### src/hdl/svm_pkg.sv
// shared types and constants of the sample voice mixer
package svm_pkg;

   localparam int SAMPLE_W    = 16;
   localparam int LEN_W       = 16;
   localparam int VOL_W       = 15;
   localparam int DAC_W       = 12;
   localparam int FRAC_BITS   = 12;
   localparam int CLAMP_MAX   = 2047;
   localparam int CLAMP_MIN   = -2048;
   localparam int DAC_OFFSET  = 2048;

   localparam logic [VOL_W-1:0] VOL_RESET = 15'd4096;

   // register index, taken from bit 2 of the byte address
   localparam logic REG_MASTER_VOLUME = 1'b0;

   typedef enum logic [1:0] {
      FUNC_LOAD    = 2'd0,
      FUNC_TRIGGER = 2'd1,
      FUNC_TICK    = 2'd2
   } svm_func_type;

   typedef enum logic [2:0] {
      S_IDLE,
      S_REDUCE,
      S_LOAD_WR,
      S_SCAN,
      S_TRIG_WR,
      S_TICK,
      S_HAND
   } svm_state_type;

endpackage

### src/hdl/svm_scale.sv
// volume multiply, floor shift, clamp and dac offset with output register
module svm_scale
   import svm_pkg::*;
#(
   parameter int SUM_W = 20
) (
   input  logic                    clock,
   input  logic                    reset,
   input  logic                    sum_valid,
   output logic                    sum_ready,
   input  logic signed [SUM_W-1:0] sum,
   input  logic [VOL_W-1:0]        volume,
   output logic                    rsp_valid,
   input  logic                    rsp_stall,
   output logic [DAC_W-1:0]        rsp_dac_code
);

   localparam int PROD_W = SUM_W + VOL_W + 1;
   localparam logic signed [PROD_W-1:0] MAX_S = PROD_W'(CLAMP_MAX);
   localparam logic signed [PROD_W-1:0] MIN_S = PROD_W'(CLAMP_MIN);

   logic                     prod_valid_ff, prod_valid_in;
   logic signed [PROD_W-1:0] prod_ff, prod_in;
   logic                     out_valid_ff, out_valid_in;
   logic [DAC_W-1:0]         out_ff, out_in;
   logic                     out_take;
   logic signed [PROD_W-1:0] shifted;
   logic signed [PROD_W-1:0] clamped;

   // exact product, sum is signed and volume unsigned
   assign prod_in = PROD_W'(sum) * PROD_W'($signed({1'b0, volume}));

   assign out_take  = prod_valid_ff && (!out_valid_ff || !rsp_stall);
   assign sum_ready = !prod_valid_ff || out_take;

   always_comb begin
      shifted = prod_ff >>> FRAC_BITS;
      if (shifted > MAX_S) begin
         clamped = MAX_S;
      end else if (shifted < MIN_S) begin
         clamped = MIN_S;
      end else begin
         clamped = shifted;
      end
      out_in        = DAC_W'(clamped) + DAC_W'(DAC_OFFSET);
      prod_valid_in = (sum_valid && sum_ready) || (prod_valid_ff && !out_take);
      out_valid_in  = out_take || (out_valid_ff && rsp_stall);
   end

   always_ff @(posedge clock) begin
      if (reset) begin
         prod_valid_ff <= 1'b0;
         out_valid_ff  <= 1'b0;
      end else begin
         prod_valid_ff <= prod_valid_in;
         out_valid_ff  <= out_valid_in;
      end
   end

   always_ff @(posedge clock) begin
      if (sum_valid && sum_ready) begin
         prod_ff <= prod_in;
      end
      if (out_take) begin
         out_ff <= out_in;
      end
   end

   assign rsp_valid    = out_valid_ff;
   assign rsp_dac_code = out_ff;

endmodule

### config.mk
export PLATFORM = sky130hd
export DESIGN_NAME = svm_scale
export DESIGN_NICKNAME = d
export VERILOG_FILES = /design/src/hdl/svm_pkg.sv /design/src/hdl/svm_scale.sv
export SDC_FILE = /design/constraint.sdc
export NUM_CORES = 1
export LEC_CHECK = 0
export BUFFER_PORTS_ARGS = -buffer_cell sky130_fd_sc_hd__buf_2
export CAP_MARGIN = 20
export CORE_AREA = 2 2 192 194
export CTS_BUF_LIST = sky130_fd_sc_hd__clkbuf_4
export CTS_CLUSTER_DIAMETER = 150
export DETAILED_ROUTE_END_ITERATION = 7
export DIE_AREA = 0 0 194 196
export SETUP_SLACK_MARGIN = 0.2
export SLEW_MARGIN = 20
export SYNTH_ARGS = -nofsm -noshare
export SYNTH_HDL_FRONTEND = slang
export SYNTH_SLANG_ARGS = --single-unit
### constraint.sdc
create_clock -name clock -period 12.6 [get_ports clock]
set_input_delay 3.15 -clock clock [delete_from_list [all_inputs] [get_ports clock]]
set_output_delay 3.15 -clock clock [all_outputs]
set_load 0.05 [all_outputs]
======== Word-level counts from Yosys, hierarchy flattened ========
Cells that the tools add are included.
cells by class
  $add $sub $neg .......................... 1
  multipliers ............................. 1
  magnitude comparators ................... 2
  multiplexer cells ....................... 2
  reduce and logical (&&, ||, !) cells .... 12
operators by type and width
  operator                number
  $mul 20x16->36          1
  $gt 24x12->1 const B    1
  $lt 24x12->1 const B    1
  $mux 12                 2
  $add 12x12->12 const B  1
  $logic_and 1x1->1       4
  $logic_not 1->1         4
  $logic_or 1x1->1        4
word-level totals
  bits in registers ....................... 50
  output and inout port bits .............. 14
  word-level logic and storage cells ...... 22

======== Depth between registers and ports, before layout ========
Gate-level depths: netlist of the first run.
  word-level depth ........................ 6
  depth in mapped cells ................... 25
  mapped depth without buffers ............ 23

======== Worst setup path after synthesis of the first run ========
OpenSTA, ideal clock, no wires.
  kind .................................... in2reg
  start ................................... input volume[1]
  end ..................................... register prod_ff[26], data pin
  library setup time ...................... 0.262 ns
  data arrival time ....................... 8.466 ns
  required time ........................... 12.338 ns
  setup slack ............................. 3.873 ns
  stages .................................. 21
  path buffers ............................ 2
  cell sequence ........................... clkbuf_1 > clkbuf_1 > nand2_1 > fa_1 > fa_1 > fa_1 > fa_1 > inv_1 > fa_1 > inv_1 > fa_1 > inv_1 > ha_1 > a21oi_1 > o21ai_1 > a21oi_4 > o21bai_2 > a21o_1 > a22o_1 > a2bb2oi_2 > xor2_1
between the ends
  cells in the longest elaborated chain, start to end .. 1
ends and longest elaborated chain
  what                    line             source
  start: declaration      svm_scale.sv:12  input logic [VOL_W-1:0] volume,
  $mul 20x16->36          svm_scale.sv:31  assign prod_in = PROD_W'(sum) * PROD_W'($signed({1'b0, volume}));
  via prod_in[26]         svm_scale.sv:23  logic signed [PROD_W-1:0] prod_ff, prod_in;
  end signal: assignment  svm_scale.sv:62  prod_ff <= prod_in;
  end: declaration        svm_scale.sv:23
The timed path passes the listed nets, and every way through them passes these cells.
A chain may end at the register's enable or synchronous reset.

======== Worst setup path after layout of the first run ========
  start ................................... input volume[1]
  end ..................................... register prod_ff[35], data pin
The elaborated chain is that of the path after synthesis.

==> results of run 1 <==
-- stage by stage --
stage	util (%)	hold WS, ns	std cells
after CTS	36.5	0.507	1800
after detailed placement	36.3	0.477	1792
after global placement	36.3	0.460	1792
after floorplan	-	0.453	1326
final	36.5	0.500	1801
after global routing	36.5	0.544	1800
-- cells in the mapped netlist (2+ instances only) --
library cell | count | area (um^2)
a41oi_1 | 2 | 17.5
clkbuf_1 | 53 | 199
inv_1 | 357 | 1340
o21bai_1 | 3 | 22.5
edfxtp_1 | 36 | 1080
o21a_1 | 13 | 97.6
fa_1 | 297 | 5950
o21ai_0 | 8 | 40.0
and4_1 | 2 | 17.5
nand2b_1 | 3 | 18.8
nand4_1 | 10 | 62.6
o21ai_1 | 8 | 40.0
dfxtp_1 | 2 | 40.0
a21o_1 | 14 | 105
nand3_1 | 5 | 25.0
a21oi_2 | 3 | 26.3
a31oi_1 | 4 | 25.0
o31ai_1 | 2 | 15.0
nor2_1 | 11 | 41.3
and2_1 | 136 | 851
a221oi_2 | 2 | 30.0
nor4_1 | 3 | 18.8
xor2_1 | 8 | 70.1
ha_1 | 87 | 1090
a21oi_1 | 27 | 135
xnor2_1 | 24 | 210
nor2b_1 | 2 | 12.5
nand2_1 | 184 | 691
-- cells by family after synthesis --
kind of cell	after synthesis	synth area share, %
simple gates	359	14.1
buf+inv	413	12.5
flops	38	9.00
xor+xnor	32	2.25
fa+ha+maj	384	56.4
compound gates	100	5.67
-- metal layers --
layer	wire length, um	vias up
met1	10800	4407
li1	-	3876
met4	534	2
met2	14800	141
met5	13	-
met3	808	33
-- state kept, by name (all words and copies together) (netlist names) --
| signal | cells |
|---|---|
| rsp_dac_code | 12 |
| prod_valid_ff | 1 |
| prod_ff | 24 |
| rsp_valid | 1 |
-- worst paths after layout --
| path | startpoint | endpoint | slack (ns) | cells after the start |
|---|---|---|---|---|
| hold / removal | prod_valid_ff | rsp_valid | 0.50 | 2 |
| setup reg to reg | prod_ff[31] | rsp_dac_code[7] | 10.94 | 3 |
| hold reg to reg | prod_valid_ff | rsp_valid | 0.50 | 2 |
| setup / recovery | volume[1] | prod_ff[35] | 3.69 | 22 |
-- area by class of cell --
class | instances | area, um^2
Fill cell | 3659 | 22900
Clock inverter | 2 | 37.5
Clock buffer | 6 | 45.0
Timing Repair Buffer | 54 | 275
Sequential cell | 38 | 1120
Antenna cell | 1 | 2.50
Inverter | 357 | 1340
Multi-Input combinational cell | 875 | 9780
Tap cell | 468 | 586
-- worst max-delay path, cell delays in order --
cell and delay [ns]:
buf_2 0.34, nand2_1 0.21, fa_1 0.71, inv_1 0.14
fa_1 0.49, inv_1 0.05, fa_1 0.49, inv_1 0.05
fa_1 0.49, fa_1 0.49, inv_1 0.05, fa_1 0.47
inv_1 0.04, ha_1 0.37, a21oi_1 0.24, o21bai_1 0.08
a21oi_1 0.25, nand4b_1 0.14, a21oi_1 0.27, o21ai_1 0.13
a31oi_1 0.22, xnor2_1 0.10
==> summary.md, run 1 <==
| Metric | Value |
|---|---|
| Syn_nets | `1749` |
| CTS tree | `built` |
| DRC errors left | `0` |
| RSZ-0062 raised after global routing | `false` |
| Place WS | `approximately 3.3 ns` |
| Vias in the first global route | `9677` |
| Synthesis-to-finish area growth | `5.81%` |
| Area of the die | `between 30000 and 40000 um^2` |
| Worst skew pair latency | `0.35 ns` |
| Final hold viol count | `0` |
| Root Buffer | `clkbuf_4` |
| DR pass1 iterations | `5` |
| Final net count | `between 1500 and 2000` |
| Drt first-iter violations | `around 320` |
| CP required | `between 10 and 15 ns` |
| Status | `finished, final reports clean` |
| Starting Density | `approximately 35%` |
| Cell Rows | `70` |
| Setup ws final | `about 3.7 ns` |
| Clk_skew | `0.0140 ns` |
| Routed vias | `8459` |
| Inserted Clock Buffers | `5` |
| Post-synth EDFFs | `36` |
| GRT overflow | `0` |
| Synth async-reset ratio | `0%` |
| Boundary Pins | `53` |
| Sequential share of the synthesized area | `around 9.0%` |
| Most common cell after layout, fill and taps aside | `inv_1` |
| First-pass GRT wire length | `about 47000 um` |
| Core area | `around 36000 um^2` |
| Worst EP arrival | `9.00 ns` |
| Crit. End Element | `flip-flop` |
| Final HPWL DP | `roughly 23000 um` |
| Period minus WS final | `~9 ns` |
| Critical Path Source Type | `input pin` |
| YS warnings | `0` |
| Mean routed wirelength per cell | `around 15 um` |
| Initial antenna violation count | `2` |
| Worst-path clk slew | `around 0.11 ns` |
| DP Area | `approximately 13000 um^2` |
| Post-CTS sizing | `0` |
| Slew @ Worst Pin | `between 0.9 and 1 ns` |
| Sink Count | `38` |
| Rel. slew slack | `a little over a third` |
| Overall global routing resource usage | `approximately 15%` |
| Max-cap violations | `0` |
| Commonest cells after routing, fill and taps aside | `inv_1, fa_1, nand2_1` |
| M3 GR Usage | `1.05%` |
| Largest net degree at the start of global routing | `25` |
| IO Port Bufs | `52` |
| Die Ht | `196 um` |
| Routed wire length | `between 20000 and 30000 um` |
| Yosys reg bits | `38` |
| Busiest metal layer after global routing | `met2` |
| Mean Syn Cell Area | `about 9.4 um^2` |
| Crit-path max FO | `20` |
| Main flop type after synthesis | `edfxtp_1` |
| Distinct cells, synth | `between 40 and 50` |
| Met2 Use GR | `a little under a third` |
| Met1 Usage GRT | `between 10% and 20%` |
| Die Wd | `~190 um` |
| Cells after Synth | `1326` |
| Vias per inst | `about 4.7` |
| Worst min path class | `flip-flop to flip-flop` |
| Achievable Freq | `around 110 MHz` |
| Final Cycle Share | `70.7%` |
| Count of pins over their slew limit | `0` |
| CTS H-tree lvls | `2` |
| Clk buf depth | `2` |
| Mapped cell area | `12500 um^2` |
| WS Path Type | `input pin to flip-flop` |
| CTS Hold Buffers Added | `0` |
| Layout cells sized above 1 | `roughly 5.7%` |
| Remaining antenna violation count | `0` |
| Routability cong. | `0.826` |
| # setup viols final | `0` |
| Fin Setup TNS | `0 ns` |
| Post-CTS Setup Bufs | `0` |
| Final Instance Area | `between 10000 and 15000 um^2` |
Power of run 1 is left out: the tool's default activity adds up to more than one toggle a clock period on the data nets, which glitch-free logic cannot reach.
==> run 2: changes to the inputs <==
==> constraint.sdc (replaced) <==
create_clock -name clock -period 7.8 [get_ports clock]
set_input_delay 1.95 -clock clock [delete_from_list [all_inputs] [get_ports clock]]
set_output_delay 1.95 -clock clock [all_outputs]
set_load 0.05 [all_outputs]
==> run 2 against run 1 <==
Compared with the run above: non-clock buffer count rose by 23; final cell count increased by 1.2%; core utilization rose by 0.55 points; clock skew down 0.0056 ns; sequential share of layout area decreased by 0.13 points; global-route usage up 0.25 points; critical endpoint is now prod_ff[26]; via count rose by 1.1%; critical path type unchanged; highest routed layer is now met4.
==> summary.md, run 2 (same netlist as run 1, synthesis figures left out) <==
| Metric | Value |
|---|---|
| Synthesis-to-finish area growth | `7.41%` |
| CTS tree | `built` |
| Achievable Freq | `136 MHz` |
| RSZ-0062 raised after global routing | `false` |
| Routed wire length | `27400 um (+1.6%)` |
| Crit-path max FO | `20 (unchanged)` |
| DRC errors left | `0 (unchanged)` |
| Top reg by flops | `prod_ff` |
| Max reg flops | `24 (unchanged)` |
| Max-cap violations | `0 (unchanged)` |
| Most common cell after layout, fill and taps aside | `inv_1` |
| Drt first-iter violations | `230 (-29%)` |
| Crit. End Element | `flip-flop` |
| Slew @ Worst Pin | `0.928 ns (-0.0190 ns)` |
| IO Port Bufs | `52 (unchanged)` |
| Worst-path clk slew | `0.12 ns (about the same)` |
| Area of the die | `38000 um^2 (unchanged)` |
| Crit-path slowest cell | `fa_1` |
| Die Wd | `194 um (unchanged)` |
| Routability cong. | `0.827 (about the same)` |
| Commonest cells after routing, fill and taps aside | `inv_1, fa_1, nand2_1` |
| Core Util, Final | `37.1% (+0.55 points)` |
| WS Path Type | `input pin to flip-flop` |
| Routed vias | `8554 (+1.1%)` |
| Final net count | `1777 (+1.3%)` |
| Hold_sp | `prod_valid_ff` |
| Worst skew pair latency | `0.34 ns (about the same)` |
| Starting Density | `34.5% (unchanged)` |
| # setup viols final | `0 (unchanged)` |
| Count of pins over their slew limit | `0 (unchanged)` |
| Final hold viol count | `0 (unchanged)` |
| Vias per inst | `4.69 (about the same)` |
| Remaining antenna violation count | `0 (unchanged)` |
| Status | `finished, final reports clean` |
| Inserted Clock Buffers | `5 (unchanged)` |
| Critical Path Source Type | `input pin` |
| CP required | `7.90 ns (-4.80 ns)` |
| Antenna cells | `0 (-1)` |
| Critical path depth | `21 (-4.5%)` |
| First-pass GRT wire length | `48400 um (+2.3%)` |
| Largest stage delay, worst path | `0.54 ns (-0.17 ns)` |
| Clk buf depth | `2 (unchanged)` |
| DR pass1 iterations | `4 (-1)` |
| Initial antenna violation count | `0 (-2)` |
| CTS H-tree lvls | `2 (unchanged)` |
| Fin Setup TNS | `0 ns (unchanged)` |
| Worst min path class | `flip-flop to flip-flop` |
| Boundary Pins | `53 (unchanged)` |
| Delay-heaviest family, CP | `adder cells` |
| Layout cells sized above 1 | `7.38% (+1.7 points)` |
| Overall global routing resource usage | `15.6% (+0.25 points)` |
| Reg-to-Reg Start | `prod_ff[26]` |
| Period minus WS final | `about 7.4 ns` |
| Cell Rows | `70 (unchanged)` |
| Critical Path Source | `volume[4]` |
| Reg2reg path depth | `3 (unchanged)` |
| Sink Count | `38 (unchanged)` |
| Die Ht | `196 um (unchanged)` |
| WHS Path Cells | `2 (unchanged)` |
| Cell mode on critical path | `fa_1` |
| Final HPWL DP | `23900 um (+2.6%)` |
| Root Buffer | `clkbuf_4` |
| Worst EP arrival | `7.47 ns (-1.53 ns)` |
| Crit path cell chain | `buf_2, and2_1, fa_1, inv_1, fa_1, fa_1, fa_1, inv_1, fa_1, inv_1, fa_1, inv_1, ha_1, a21oi_1, o21ai_1, a21oi_4, o21bai_2, a21o_1, a22o_1, a2bb2oi_2, xor2_1` |
| Final Cycle Share | `94.5%` |
| Buf+Inv Stages, Crit Path | `5 (-1)` |
| Mean routed wirelength per cell | `15.0 um (+0.38%)` |
| Clk_skew | `0.00841 ns (-0.00561 ns)` |
| Core area | `36100 um^2 (unchanged)` |
| Largest net degree at the start of global routing | `25 (unchanged)` |
| Rel. slew slack | `37.8% (+1.3 points)` |
| GRT overflow | `0 (unchanged)` |
| Vias in the first global route | `9789 (+1.2%)` |
-- run 2: metrics by stage --
stage	instances	cell area (um^2)	setup slack [ns]	hold slack (ns)
CTS	1822	13400	0.424	0.523
global route	1823	13400	0.206	0.555
global placement	1814	13300	0.0505	0.461
detailed placement	1814	13300	0.0387	0.493
floorplan	1326	12500	0.273	0.453
finish	1823	13400	0.427	0.514
-- run 2: area by class of cell --
class | count | area (um^2)
Fill cell | 3709 | 22700
Multi-Input combinational cell | 875 | 9790
Inverter | 357 | 1340
Sequential cell | 38 | 1120
Tap cell | 468 | 586
Timing Repair Buffer | 77 | 452
Clock inverter | 3 | 63.8
Clock buffer | 5 | 37.5
-- run 2: what timing repair did --
action,in CTS,in global routing
endpoints found under the setup margin,0,5
hold buffers,0,0
gates resized for setup,0,3
buffers inserted,0,1
endpoints found under the hold margin,0,0
-- run 2: worst paths after layout --
path                                         to  slack (ns)
worst min-delay path                  rsp_valid        0.51
worst max-delay path                prod_ff[26]        0.43
worst max register to register  rsp_dac_code[9]        6.13
worst min register to register        rsp_valid        0.51
-- run 2: worst register-to-register path: stages, from the launching register on --
cell and delay [ns]:
edfxtp_1 0.41, nor4_1 0.32, a31oi_1 0.37, o21a_1 0.33
-- run 2: routing by layer --
layer,vias up,wire length [um],track usage [%]
li1,3926,-,-
met4,0,391,2.64
met3,28,602,0.997
met5,-,0,0
met1,4468,11500,19.4
met2,132,14900,29.9
Power of run 2 is left out for the same reason.
